==> src/rtl/core/ctqr_pkg.sv <==
package ctqr_pkg;

  localparam int unsigned POOL_DEPTH = 16;
  localparam int unsigned PTR_W      = (POOL_DEPTH > 1) ? $clog2(POOL_DEPTH) : 1;
  localparam int unsigned IDX_W      = $clog2(POOL_DEPTH + 1);

  typedef logic [IDX_W-1:0] idx_t;
  typedef logic [PTR_W-1:0] ptr_t;

  localparam idx_t NIL_IDX = idx_t'(POOL_DEPTH);
  localparam logic [31:0] REQ_BIT = 32'h0000_0001;

  typedef enum logic [3:0] {
    ST_QUEUED    = 4'd0,
    ST_OVERFLOW  = 4'd1,
    ST_SPURIOUS  = 4'd2,
    ST_SENT      = 4'd3,
    ST_RETRY_ERR = 4'd4,
    ST_DROP_ERR  = 4'd5,
    ST_RETRY_ARB = 4'd6,
    ST_DROP_ARB  = 4'd7,
    ST_NO_FLAG   = 4'd8
  } status_e;

  typedef enum logic [3:0] {
    CMD_NONE,
    CMD_CAPTURE,
    CMD_SET_STATUS,
    CMD_ALLOC,
    CMD_WALK_STEP,
    CMD_LINK,
    CMD_RETRY_INC,
    CMD_REM_START,
    CMD_REM_STEP,
    CMD_REM_LINK,
    CMD_LOAD_PREP,
    CMD_LOAD
  } cmd_e;

  typedef struct packed {
    cmd_e    op;
    status_e status;
  } ctrl_cmd_t;

  typedef struct packed {
    logic op;
    logic pool_full;
    logic spurious;
    logic tx_ok;
    logic tx_err;
    logic arb;
    logic retry_over;
    logic no_retry;
    logic cur_valid;
    logic id_lt;
    logic cur_is_flight;
    logic flight_valid;
  } dp_stat_t;

endpackage

==> src/rtl/core/ctqr_ctrl.sv <==
module ctqr_ctrl (
  input  logic                clk_i,
  input  logic                rst_ni,
  input  logic                start_i,
  input  ctqr_pkg::dp_stat_t  stat_i,
  output ctqr_pkg::ctrl_cmd_t cmd_o,
  output logic                busy_o,
  output logic                result_valid_o
);

  typedef enum logic [3:0] {
    S_IDLE,
    S_DISPATCH,
    S_WALK,
    S_REM_START,
    S_REM_WALK,
    S_LOAD_PREP,
    S_LOAD,
    S_EMIT
  } state_e;

  state_e state_q, state_d;
  logic   busy_q, valid_q;

  always_comb begin
    state_d       = state_q;
    cmd_o.op      = ctqr_pkg::CMD_NONE;
    cmd_o.status  = ctqr_pkg::ST_QUEUED;
    case (state_q)
      S_IDLE: begin
        if (start_i) begin
          cmd_o.op = ctqr_pkg::CMD_CAPTURE;
          state_d  = S_DISPATCH;
        end
      end
      S_DISPATCH: begin
        if (!stat_i.op) begin
          if (stat_i.pool_full) begin
            cmd_o.op     = ctqr_pkg::CMD_SET_STATUS;
            cmd_o.status = ctqr_pkg::ST_OVERFLOW;
            state_d      = S_EMIT;
          end else begin
            cmd_o.op = ctqr_pkg::CMD_ALLOC;
            state_d  = S_WALK;
          end
        end else if (stat_i.spurious) begin
          cmd_o.op     = ctqr_pkg::CMD_SET_STATUS;
          cmd_o.status = ctqr_pkg::ST_SPURIOUS;
          state_d      = S_EMIT;
        end else if (stat_i.tx_ok) begin
          cmd_o.op     = ctqr_pkg::CMD_SET_STATUS;
          cmd_o.status = ctqr_pkg::ST_SENT;
          state_d      = S_REM_START;
        end else if (stat_i.tx_err) begin
          if (stat_i.retry_over) begin
            cmd_o.op     = ctqr_pkg::CMD_SET_STATUS;
            cmd_o.status = ctqr_pkg::ST_DROP_ERR;
            state_d      = S_REM_START;
          end else begin
            cmd_o.op     = ctqr_pkg::CMD_RETRY_INC;
            cmd_o.status = ctqr_pkg::ST_RETRY_ERR;
            state_d      = S_LOAD_PREP;
          end
        end else if (stat_i.arb) begin
          cmd_o.op = ctqr_pkg::CMD_SET_STATUS;
          if (stat_i.no_retry) begin
            cmd_o.status = ctqr_pkg::ST_DROP_ARB;
            state_d      = S_REM_START;
          end else begin
            cmd_o.status = ctqr_pkg::ST_RETRY_ARB;
            state_d      = S_LOAD_PREP;
          end
        end else begin
          cmd_o.op     = ctqr_pkg::CMD_SET_STATUS;
          cmd_o.status = ctqr_pkg::ST_NO_FLAG;
          state_d      = S_LOAD_PREP;
        end
      end
      S_WALK: begin
        if (stat_i.cur_valid && !stat_i.id_lt) begin
          cmd_o.op = ctqr_pkg::CMD_WALK_STEP;
        end else begin
          cmd_o.op     = ctqr_pkg::CMD_LINK;
          cmd_o.status = ctqr_pkg::ST_QUEUED;
          state_d      = stat_i.flight_valid ? S_EMIT : S_LOAD_PREP;
        end
      end
      S_REM_START: begin
        cmd_o.op = ctqr_pkg::CMD_REM_START;
        state_d  = S_REM_WALK;
      end
      S_REM_WALK: begin
        if (stat_i.cur_valid && !stat_i.cur_is_flight) begin
          cmd_o.op = ctqr_pkg::CMD_REM_STEP;
        end else begin
          if (stat_i.cur_valid) begin
            cmd_o.op = ctqr_pkg::CMD_REM_LINK;
          end
          state_d = S_LOAD_PREP;
        end
      end
      S_LOAD_PREP: begin
        cmd_o.op = ctqr_pkg::CMD_LOAD_PREP;
        state_d  = S_LOAD;
      end
      S_LOAD: begin
        cmd_o.op = ctqr_pkg::CMD_LOAD;
        state_d  = S_EMIT;
      end
      S_EMIT: begin
        state_d = S_IDLE;
      end
      default: begin
        state_d = S_IDLE;
      end
    endcase
  end

  always_ff @(posedge clk_i or negedge rst_ni) begin
    if (!rst_ni) begin
      state_q <= S_IDLE;
      busy_q  <= 1'b0;
      valid_q <= 1'b0;
    end else begin
      state_q <= state_d;
      busy_q  <= (state_d != S_IDLE);
      valid_q <= (state_d == S_EMIT);
    end
  end

  assign busy_o         = busy_q;
  assign result_valid_o = valid_q;

endmodule

==> src/rtl/core/ctqr_dp.sv <==
module ctqr_dp (
  input  logic                clk_i,
  input  logic                rst_ni,
  input  ctqr_pkg::ctrl_cmd_t cmd_i,
  output ctqr_pkg::dp_stat_t  stat_o,
  input  logic                op_i,
  input  logic [31:0]         msg_id_i,
  input  logic [3:0]          msg_dlc_i,
  input  logic [63:0]         msg_data_i,
  input  logic [7:0]          max_retry_i,
  input  logic                no_retry_i,
  input  logic                req_done_i,
  input  logic                tx_ok_i,
  input  logic                tx_error_i,
  input  logic                arb_lost_i,
  input  logic                other_box_done_i,
  output logic [3:0]          status_o,
  output logic                load_valid_o,
  output logic [31:0]         load_id_o,
  output logic [3:0]          load_dlc_o,
  output logic [63:0]         load_data_o
);

  localparam int unsigned D = ctqr_pkg::POOL_DEPTH;

  // entry store; read at one address (cur) per cycle
  logic [31:0]          id_q    [D];
  logic [3:0]           dlc_q   [D];
  logic [63:0]          data_q  [D];
  logic [7:0]           retr_q  [D];
  logic [7:0]           limit_q [D];
  logic                 nrt_q   [D];
  ctqr_pkg::idx_t       link_q  [D];

  ctqr_pkg::idx_t pend_q, free_q, flight_q, cur_q, prev_q, new_q;

  logic        op_q, nrt_in_q, req_q, ok_q, err_q, arb_q, other_q;
  logic [31:0] mid_q;
  logic [3:0]  mdlc_q;
  logic [63:0] mdata_q;
  logic [7:0]  mlim_q;

  logic [3:0]  status_q, ldlc_q;
  logic        lvalid_q;
  logic [31:0] lid_q;
  logic [63:0] ldata_q;

  ctqr_pkg::ptr_t cur_p, prev_p, new_p;
  logic           cur_ok, prev_ok, flight_ok;
  logic [8:0]     cnt;

  assign cur_p     = cur_q[ctqr_pkg::PTR_W-1:0];
  assign prev_p    = prev_q[ctqr_pkg::PTR_W-1:0];
  assign new_p     = new_q[ctqr_pkg::PTR_W-1:0];
  assign cur_ok    = (cur_q < ctqr_pkg::NIL_IDX);
  assign prev_ok   = (prev_q < ctqr_pkg::NIL_IDX);
  assign flight_ok = (flight_q < ctqr_pkg::NIL_IDX);
  assign cnt       = {1'b0, retr_q[cur_p]} + 9'd1;

  always_comb begin
    stat_o.op            = op_q;
    stat_o.pool_full     = !(free_q < ctqr_pkg::NIL_IDX);
    stat_o.spurious      = other_q || !req_q || !flight_ok;
    stat_o.tx_ok         = ok_q;
    stat_o.tx_err        = err_q;
    stat_o.arb           = arb_q;
    stat_o.retry_over    = (cnt > {1'b0, limit_q[cur_p]});
    stat_o.no_retry      = nrt_q[cur_p];
    stat_o.cur_valid     = cur_ok;
    stat_o.id_lt         = (mid_q < id_q[cur_p]);
    stat_o.cur_is_flight = (cur_q == flight_q);
    stat_o.flight_valid  = flight_ok;
  end

  // list control state
  always_ff @(posedge clk_i or negedge rst_ni) begin
    if (!rst_ni) begin
      for (int i = 0; i < D; i++) begin
        link_q[i] <= ctqr_pkg::idx_t'(i + 1);
      end
      pend_q   <= ctqr_pkg::NIL_IDX;
      free_q   <= '0;
      flight_q <= ctqr_pkg::NIL_IDX;
      cur_q    <= ctqr_pkg::NIL_IDX;
      prev_q   <= ctqr_pkg::NIL_IDX;
      new_q    <= ctqr_pkg::NIL_IDX;
    end else begin
      case (cmd_i.op)
        ctqr_pkg::CMD_CAPTURE: begin
          cur_q <= op_i ? flight_q : free_q;
        end
        ctqr_pkg::CMD_ALLOC: begin
          new_q  <= cur_q;
          free_q <= link_q[cur_p];
          cur_q  <= pend_q;
          prev_q <= ctqr_pkg::NIL_IDX;
        end
        ctqr_pkg::CMD_WALK_STEP, ctqr_pkg::CMD_REM_STEP: begin
          prev_q <= cur_q;
          cur_q  <= link_q[cur_p];
        end
        ctqr_pkg::CMD_LINK: begin
          link_q[new_p] <= cur_q;
          if (prev_ok) begin
            link_q[prev_p] <= new_q;
          end else begin
            pend_q <= new_q;
          end
        end
        ctqr_pkg::CMD_REM_START: begin
          cur_q  <= pend_q;
          prev_q <= ctqr_pkg::NIL_IDX;
        end
        ctqr_pkg::CMD_REM_LINK: begin
          if (prev_ok) begin
            link_q[prev_p] <= link_q[cur_p];
          end else begin
            pend_q <= link_q[cur_p];
          end
          link_q[cur_p] <= free_q;
          free_q        <= cur_q;
        end
        ctqr_pkg::CMD_LOAD_PREP: begin
          cur_q <= pend_q;
        end
        ctqr_pkg::CMD_LOAD: begin
          flight_q <= cur_ok ? cur_q : ctqr_pkg::NIL_IDX;
        end
        default: begin
        end
      endcase
    end
  end

  // payload registers
  always_ff @(posedge clk_i) begin
    case (cmd_i.op)
      ctqr_pkg::CMD_CAPTURE: begin
        op_q     <= op_i;
        mid_q    <= msg_id_i;
        mdlc_q   <= msg_dlc_i;
        mdata_q  <= msg_data_i;
        mlim_q   <= max_retry_i;
        nrt_in_q <= no_retry_i;
        req_q    <= req_done_i;
        ok_q     <= tx_ok_i;
        err_q    <= tx_error_i;
        arb_q    <= arb_lost_i;
        other_q  <= other_box_done_i;
        status_q <= ctqr_pkg::ST_QUEUED;
        lvalid_q <= 1'b0;
        lid_q    <= '0;
        ldlc_q   <= '0;
        ldata_q  <= '0;
      end
      ctqr_pkg::CMD_SET_STATUS, ctqr_pkg::CMD_LINK: begin
        status_q <= cmd_i.status;
      end
      ctqr_pkg::CMD_RETRY_INC: begin
        status_q      <= cmd_i.status;
        retr_q[cur_p] <= cnt[7:0];
      end
      ctqr_pkg::CMD_ALLOC: begin
        id_q[cur_p]    <= mid_q;
        dlc_q[cur_p]   <= mdlc_q;
        data_q[cur_p]  <= mdata_q;
        limit_q[cur_p] <= mlim_q;
        nrt_q[cur_p]   <= nrt_in_q;
        retr_q[cur_p]  <= '0;
      end
      ctqr_pkg::CMD_LOAD: begin
        if (cur_ok) begin
          lvalid_q <= 1'b1;
          lid_q    <= id_q[cur_p] | ctqr_pkg::REQ_BIT;
          ldlc_q   <= dlc_q[cur_p];
          ldata_q  <= data_q[cur_p];
        end
      end
      default: begin
      end
    endcase
  end

  assign status_o     = status_q;
  assign load_valid_o = lvalid_q;
  assign load_id_o    = lid_q;
  assign load_dlc_o   = ldlc_q;
  assign load_data_o  = ldata_q;

endmodule

==> src/rtl/core/can_tx_priority_queue_retry_top.sv <==
// CAN transmit priority queue for a single mailbox.
// Command channel: an item transfers at a rising edge with start_i high and
// busy_o low. op_i = 0 enqueues a frame (msg_* fields, max_retry_i,
// no_retry_i); op_i = 1 reports the mailbox outcome (req_done_i, tx_ok_i,
// tx_error_i, arb_lost_i, other_box_done_i).
// Result channel: each item gives exactly one result, shown on status_o and
// load_*_o for one cycle while result_valid_o is high. The receiver cannot
// stall; take the result in that cycle or lose it. When load_valid_o is high
// the mailbox gets load_id_o (request bit set), load_dlc_o and load_data_o.
// Overflow and spurious answers go straight to the result. An enqueue
// allocates an entry and walks the pending list to its sorted place; behind
// a busy mailbox it then gives its result, and into an idle mailbox it first
// loads the mailbox. A removal walks the pending list to the in-flight frame,
// unlinks it and then loads the mailbox from the pending head. The sorted
// insert and the removal walk the pending list one entry per cycle through
// the single read port of the entry store, so the walk length sets how long
// an item takes. One item is worked on at a time; busy_o drops the cycle
// after the strobe, so the next transfer can follow in that cycle.
// Reset: the free list is rebuilt in index order at once, the pending list
// is empty and the mailbox is idle. No clearing pass is needed.
module can_tx_priority_queue_retry_top (
  input  logic        clk_i,
  input  logic        rst_ni,
  input  logic        start_i,
  output logic        busy_o,
  input  logic        op_i,
  input  logic [31:0] msg_id_i,
  input  logic [3:0]  msg_dlc_i,
  input  logic [63:0] msg_data_i,
  input  logic [7:0]  max_retry_i,
  input  logic        no_retry_i,
  input  logic        req_done_i,
  input  logic        tx_ok_i,
  input  logic        tx_error_i,
  input  logic        arb_lost_i,
  input  logic        other_box_done_i,
  output logic        result_valid_o,
  output logic [3:0]  status_o,
  output logic        load_valid_o,
  output logic [31:0] load_id_o,
  output logic [3:0]  load_dlc_o,
  output logic [63:0] load_data_o
);

  // command and status between sequencer and list datapath
  ctqr_pkg::ctrl_cmd_t cmd;
  ctqr_pkg::dp_stat_t  stat;

  ctqr_ctrl u_ctrl (
    .clk_i          (clk_i),
    .rst_ni         (rst_ni),
    .start_i        (start_i),
    .stat_i         (stat),
    .cmd_o          (cmd),
    .busy_o         (busy_o),
    .result_valid_o (result_valid_o)
  );

  ctqr_dp u_dp (
    .clk_i            (clk_i),
    .rst_ni           (rst_ni),
    .cmd_i            (cmd),
    .stat_o           (stat),
    .op_i             (op_i),
    .msg_id_i         (msg_id_i),
    .msg_dlc_i        (msg_dlc_i),
    .msg_data_i       (msg_data_i),
    .max_retry_i      (max_retry_i),
    .no_retry_i       (no_retry_i),
    .req_done_i       (req_done_i),
    .tx_ok_i          (tx_ok_i),
    .tx_error_i       (tx_error_i),
    .arb_lost_i       (arb_lost_i),
    .other_box_done_i (other_box_done_i),
    .status_o         (status_o),
    .load_valid_o     (load_valid_o),
    .load_id_o        (load_id_o),
    .load_dlc_o       (load_dlc_o),
    .load_data_o      (load_data_o)
  );

endmodule

==> config.mk <==
export PLATFORM = sky130hd
export DESIGN_NAME = can_tx_priority_queue_retry_top
export DESIGN_NICKNAME = d
export VERILOG_FILES = /design/src/rtl/core/ctqr_pkg.sv /design/src/rtl/core/ctqr_ctrl.sv /design/src/rtl/core/ctqr_dp.sv /design/src/rtl/core/can_tx_priority_queue_retry_top.sv
export SDC_FILE = /design/constraint.sdc
export NUM_CORES = 2
export LEC_CHECK = 0
export BUFFER_PORTS_ARGS = -buffer_cell sky130_fd_sc_hd__buf_2
export CAP_MARGIN = 0
export CORE_MARGIN = 4
export CORE_UTILIZATION = 40
export DETAILED_ROUTE_END_ITERATION = 16
export SLEW_MARGIN = 20
export SYNTH_ARGS = -nofsm -noshare
export SYNTH_HDL_FRONTEND = slang
export SYNTH_HIERARCHICAL = 1
export SYNTH_SLANG_ARGS = --single-unit
==> constraint.sdc <==
create_clock -name clk_i -period 16.2 [get_ports clk_i]
set_input_delay 2.43 -clock clk_i [delete_from_list [all_inputs] [get_ports clk_i]]
set_output_delay 2.43 -clock clk_i [all_outputs]
set_load 0.01 [all_outputs]
======== Yosys cells after proc, flatten, opt, wreduce, memory -nomap -nowiden ========
Memories as Yosys holds them, arrays and structs flattened.
Index checks and enable logic that the tools add are counted.
operators by class
  add/subtract/negate cells ............... 1
  $lt $le $gt $ge ......................... 12
  eq/ne operators ......................... 22
  mux-type cells .......................... 67
  bitwise logic cells ..................... 4
  reduce and logical (&&, ||, !) cells .... 25
operator list
  cell                                                                           number
  80-bit bitwise mux                                                             4
  80-bit 2-to-1 mux                                                              3
  80-bit case mux with 2 select lines                                            1
  64-bit case mux with 2 select lines                                            1
  64-bit 2-to-1 mux                                                              1
  32-bit case mux with 2 select lines                                            1
  5-bit demux with 4-bit select                                                  3
  4-bit case mux with 7 select lines                                             2
  4-bit 2-to-1 mux                                                               13
  5-bit 2-to-1 mux                                                               9
  8-bit 2-to-1 mux                                                               5
  4-bit by 3-bit equality test with 1-bit output (second input constant)         8
  32-bit less-than comparator                                                    1
  32-bit 2-to-1 mux                                                              1
  5-bit case mux with 2 select lines                                             3
  5-bit binary-select mux with 4-bit select                                      1
  5-bit less-than comparator (second input constant)                             4
  4-bit by 2-bit equality test with 1-bit output (second input constant)         4
  4-bit equality test (second input constant)                                    4
  4-bit case mux with 2 select lines                                             2
  5-bit greater-or-equal comparator (second input constant)                      3
  5-bit by 1-bit less-than comparator with 1-bit output (second input constant)  3
  4-bit NOT with 5-bit output                                                    3
  5-bit case mux with 3 select lines                                             1
  23 further kinds                                                               50
storage, ports and cells
  register bits after elaboration ......... 336
  RAM bits ................................ 1872
  bits of input ports ..................... 118
  output and inout bits ................... 107
  word-level logic and storage cells ...... 178
  memories kept ........................... 6
memories
  memory        words  bits a word  rd ports  clocked after memory_dff  wr ports  RTL line       text
  u_dp.data_q   16     64           1         0                         1         ctqr_dp.sv:29  logic [63:0] data_q [D];
  u_dp.id_q     16     32           1         0                         1         ctqr_dp.sv:27  logic [31:0] id_q [D];
  u_dp.limit_q  16     8            1         0                         1         ctqr_dp.sv:31  logic [7:0] limit_q [D];
  u_dp.retr_q   16     8            1         0                         1         ctqr_dp.sv:30  logic [7:0] retr_q [D];
  u_dp.dlc_q    16     4            1         0                         1         ctqr_dp.sv:28  logic [3:0] dlc_q [D];
  u_dp.nrt_q    16     1            1         0                         1         ctqr_dp.sv:32  logic nrt_q [D];

======== Depth between registers and ports, before layout ========
An unclocked memory read counts as a cell.
  depth in word-level cells ............... 13
  depth in mapped cells ................... 27
  mapped depth without buffers ............ 21

======== By module ========
The synthesis kept the hierarchy.
by module, submodules not included
  module     instances  cells an instance  area each (um2)  seq. area each (um2)
  ctqr_dp    1          4183               87310.0          65620.4
  ctqr_ctrl  1          62                 500.5            150.1

======== Least setup slack after synthesis ========
OpenSTA, ideal clock, no wires.
  path kind ............................... register -> register
  start point ............................. register u_dp.cur_q[0]
  end point ............................... register u_dp.ldata_q[0], in the netlist u_dp/load_data_o[0], enable pin
  setup time .............................. 0.700 ns
  data arrival time ....................... 11.640 ns
  required time ........................... 15.500 ns
  setup slack ............................. 3.860 ns
  stages on the path, launching flop included .. 23
  buffers on the path ..................... 7
  period minus slack after synthesis ...... 12.340 ns
  cell sequence ........................... dfrtp_1 -> buf_6 -> buf_6 -> buf_6 -> clkbuf_1 -> buf_2 -> mux4_2 -> mux4_2 -> inv_1 -> ha_1 -> a21oi_1 -> o21ai_0 -> a2111oi_0 -> a21oi_1 -> a211oi_1 -> o31a_1 -> or3b_1 -> a21oi_1 -> nand3_1 -> clkbuf_1 -> nand3_1 -> clkbuf_1 -> o21ai_0
RTL lines
  what                    RTL line        text
  start, declared         ctqr_dp.sv:35   ctqr_pkg::idx_t pend_q, free_q, flight_q, cur_q, prev_q, new_q;
  start signal, assigned  ctqr_dp.sv:84   cur_q <= ctqr_pkg::NIL_IDX;
  start signal, assigned  ctqr_dp.sv:90   cur_q <= op_i ? flight_q : free_q;
  start signal, assigned  ctqr_dp.sv:95   cur_q <= pend_q;
  end signal, assigned    ctqr_dp.sv:176  ldata_q <= data_q[cur_p];
  end, declared           ctqr_dp.sv:46   logic [63:0] ldata_q;

==> metrics <==
CTS Buffer Depth 3; final slew viol count 0; Post-DRT Antenna Nets 0; Via density 5.75; first-pass GRT wire length 310 mm; DR WL/cell 28.1 um; initial core utilization 40.3%; power per cell area 178 nW/um2; share of cells above drive strength 1 26.9%; dpl ws 6.86 ns; Tmin final 9.13 ns; Post-Layout Inst Area 99000 um2; CTS tree built; Routed WL 211 mm; most frequent cells in the layout edfxtp_1 (2092), mux4_2 (587), clkbuf_16 (223), buf_2 (223), nor2_1 (176); Top FF cell, synth edfxtp_1; GPL Wtd Cong 0.821; HP Class reg2reg; HP Start u_dp/link_q[23]$_DFFE_PN1P_; Final Skew 0.0587 ns; post_cts resized 0; P_leak 31.8 nW; Netlist cell types 66; TritonCTS buffer count 217; Reg2Reg Capture Point u_dp/data_q[15][23]$_DFFE_PP_; Post-Syn Area per Cell 20.7 um2; Remaining DRCs 0; post-synth top area cell edfxtp_1; Worst Path Required 16.67 ns; Post-synth EDFFs 2092; R2R depth 22; Synth Instances 4245; detailed-route via count 43.2k; CTS hold repair buffers 0; CP arrival 9.60 ns; die area 227000 um2; Area contributors post-synth edfxtp_1 (72%), mux4_2 (15%), dfrtp_1 (2.2%), dfstp_2 (1.1%), mux2i_1 (1.0%); top cell type's share of synthesized area 71.5%; RSZ-0062 raised after global routing false; CTS sink cnt 2208; period utilization 56.4%; ys async rst share 5.25%; Hold Vio Cnt, Final 0; clk slew on worst S/H paths 0.06 ns; Least-Margin Pin Slew 1.12 ns; synthesis-to-layout area growth 12.8%; fin util 45.5%; vias in the first global route 43.9k; r2r setup slk 7.07 ns; Rel. slew slack 25.4%; Crit Path Max Fanout 85; reg2reg start u_dp/cur_q[0]$_DFFE_PN0P_; Multi-input gate area 20800 um2; HPWL Detailed 109 mm; cell area after synthesis 87800 um2; largest net degree at the start of global routing 150; Finish-stage setup viols 0; Die W 477 um; YS warnings 6; Cell Area, Placed 92100 um2; MaxCap Viol Count 0; setup ws final 7.07 ns; number of setup buffers added after CTS 0; final net count 4638; critical path capture point type flip-flop; Port Buffers 224; crit path from u_dp/cur_q[0]$_DFFE_PN0P_; Die H 477 um; H-tree depth 4; sequential cell area 65800 um2; Critical Path End u_dp/data_q[15][23]$_DFFE_PP_; leading cell type in the layout, fill and taps excluded edfxtp_1; worst-skew pair later-pin latency 0.87 ns; status complete, no violations; critical path startpoint category flip-flop; Max Clk Rate 110 MHz; First-pass DRT Iterations 5; worst hold path depth 2; sequential element share of the synthesized area 74.9%; Final TNS setup 0 ns; initial antenna violation count 15; initial drt markers 4636; flops & latches, synth 2208; grt ovf 0; Tot GR Track Use 18.4%; WS Path Type reg2reg; Rows 171; Top-Level Pins 225; CORE AREA 218000 um2; Post-Syn Nets 4403; Worst VDD drop 0.144 mV; fillers 18.2k; root buf cell clkbuf_16
registers in the layout, summed over array words and instances (netlist names), 8 cells and up:
name,flops
u_dp/nrt_q,16
u_dp/id_q,512
u_dp/mdata_q,64
u_dp/load_data_o,64
u_dp/dlc_q,64
u_dp/load_id_o,32
u_dp/mlim_q,8
u_dp/link_q,80
u_dp/data_q,1024
u_dp/limit_q,128
u_dp/retr_q,128
u_dp/mid_q,32
power by group:
group | leakage [nW] | switching, mW | internal (mW)
combinational | 8.21 | 2.75 | 2.15
sequential | 20.2 | 0.694 | 7.17
clock | 3.37 | 2.12 | 2.77
total | 31.8 | 5.56 | 12.1
worst min path at each step:
stage                                       end  slack [ns]
floorplan           u_dp/link_q[62]$_DFFE_PN1P_        0.45
global placement    u_dp/link_q[23]$_DFFE_PN1P_        0.46
detailed placement  u_dp/link_q[23]$_DFFE_PN1P_        0.47
CTS                 u_dp/link_q[23]$_DFFE_PN1P_        0.48
global route        u_dp/link_q[23]$_DFFE_PN1P_        0.50
finish              u_dp/link_q[23]$_DFFE_PN1P_        0.48
final cells by class:
class | instances | share of cell area (%)
Tap cell | 2854 | 3.61
Multi-Input combinational cell | 1717 | 21.0
Sequential cell | 2208 | 66.4
Inverter | 56 | 0.222
Clock buffer | 269 | 5.81
Clock inverter | 130 | 1.16
Antenna cell | 5 | 0.0126
Timing Repair Buffer | 280 | 1.79
kinds of logic (layout without fill, tap and decap cells):
family,count (synthesis),in the layout,share of synthesized area (%)
other,1,6,0.00427
adders and majority gates,40,40,0.570
and+or+nand+nor,574,574,3.05
buffers and inverters,320,735,1.65
AOI/OAI and AO/OA,387,387,3.01
DFF,2208,2208,74.9
xor gates and xnor gates,15,15,0.150
muxes,700,700,16.7
critical path: stages (launching register included):
cell	delay, ns
dfrtp_4	0.95
buf_4	0.81
buf_4	0.88
buf_12	0.60
mux4_2	0.58
mux4_2	0.49
inv_1	0.08
ha_1	0.15
nor2b_1	0.13
o21ai_0	0.08
nand2b_1	0.08
a21oi_1	0.06
o21ai_0	0.18
a31oi_1	0.12
o32ai_1	0.29
inv_1	0.09
a41oi_1	0.20
nor3_1	0.17
nand2b_2	0.22
buf_4	0.30
nor2_4	0.73
buf_4	0.56
buf_4	0.72
cells in the mapped netlist (3+ instances only):
cell type	n
a211oi_1	40
a21o_1	3
a21oi_1	74
a221o_1	33
a221oi_1	45
a22o_1	7
a22oi_1	14
a31oi_1	9
and2_1	86
and3_1	3
buf_1	32
buf_2	75
buf_4	17
buf_6	9
clkbuf_1	129
dfrtp_1	78
dfstp_2	38
edfxtp_1	2092
ha_1	40
inv_1	56
mux2_2	5
mux2i_1	91
mux4_1	17
mux4_2	587
nand2_1	174
nand2b_1	18
nand3_1	26
nand4_1	9
nor2_1	195
nor2b_1	10
nor3_1	25
o211ai_1	5
o21ai_0	97
o21ai_1	6
o22ai_1	8
o31ai_1	30
o31ai_2	4
or2_2	3
or3_1	5
xnor2_1	8
xor2_1	7
metal layers:
| metal | vias up | wire length [um] | track usage [%] |
|---|---|---|---|
| met5 | - | 0 | 0 |
| met4 | 0 | 4350 | 4.75 |
| met3 | 294 | 13300 | 2.98 |
| met2 | 1551 | 103000 | 29.6 |
| met1 | 23300 | 90700 | 26.3 |
| li1 | 18100 | - | - |
metrics by stage:
stage / hold slack (ns) / std cells / power, mW
floorplan: 0.448 / 4245 / 11.3
global placement: 0.465 / 7115 / 12.9
detailed placement: 0.472 / 7115 / 12.9
CTS: 0.482 / 7514 / 17.8
global route: 0.500 / 7516 / 18.5
finish: 0.480 / 7519 / 17.6
Power figures use the tool's default switching activity.
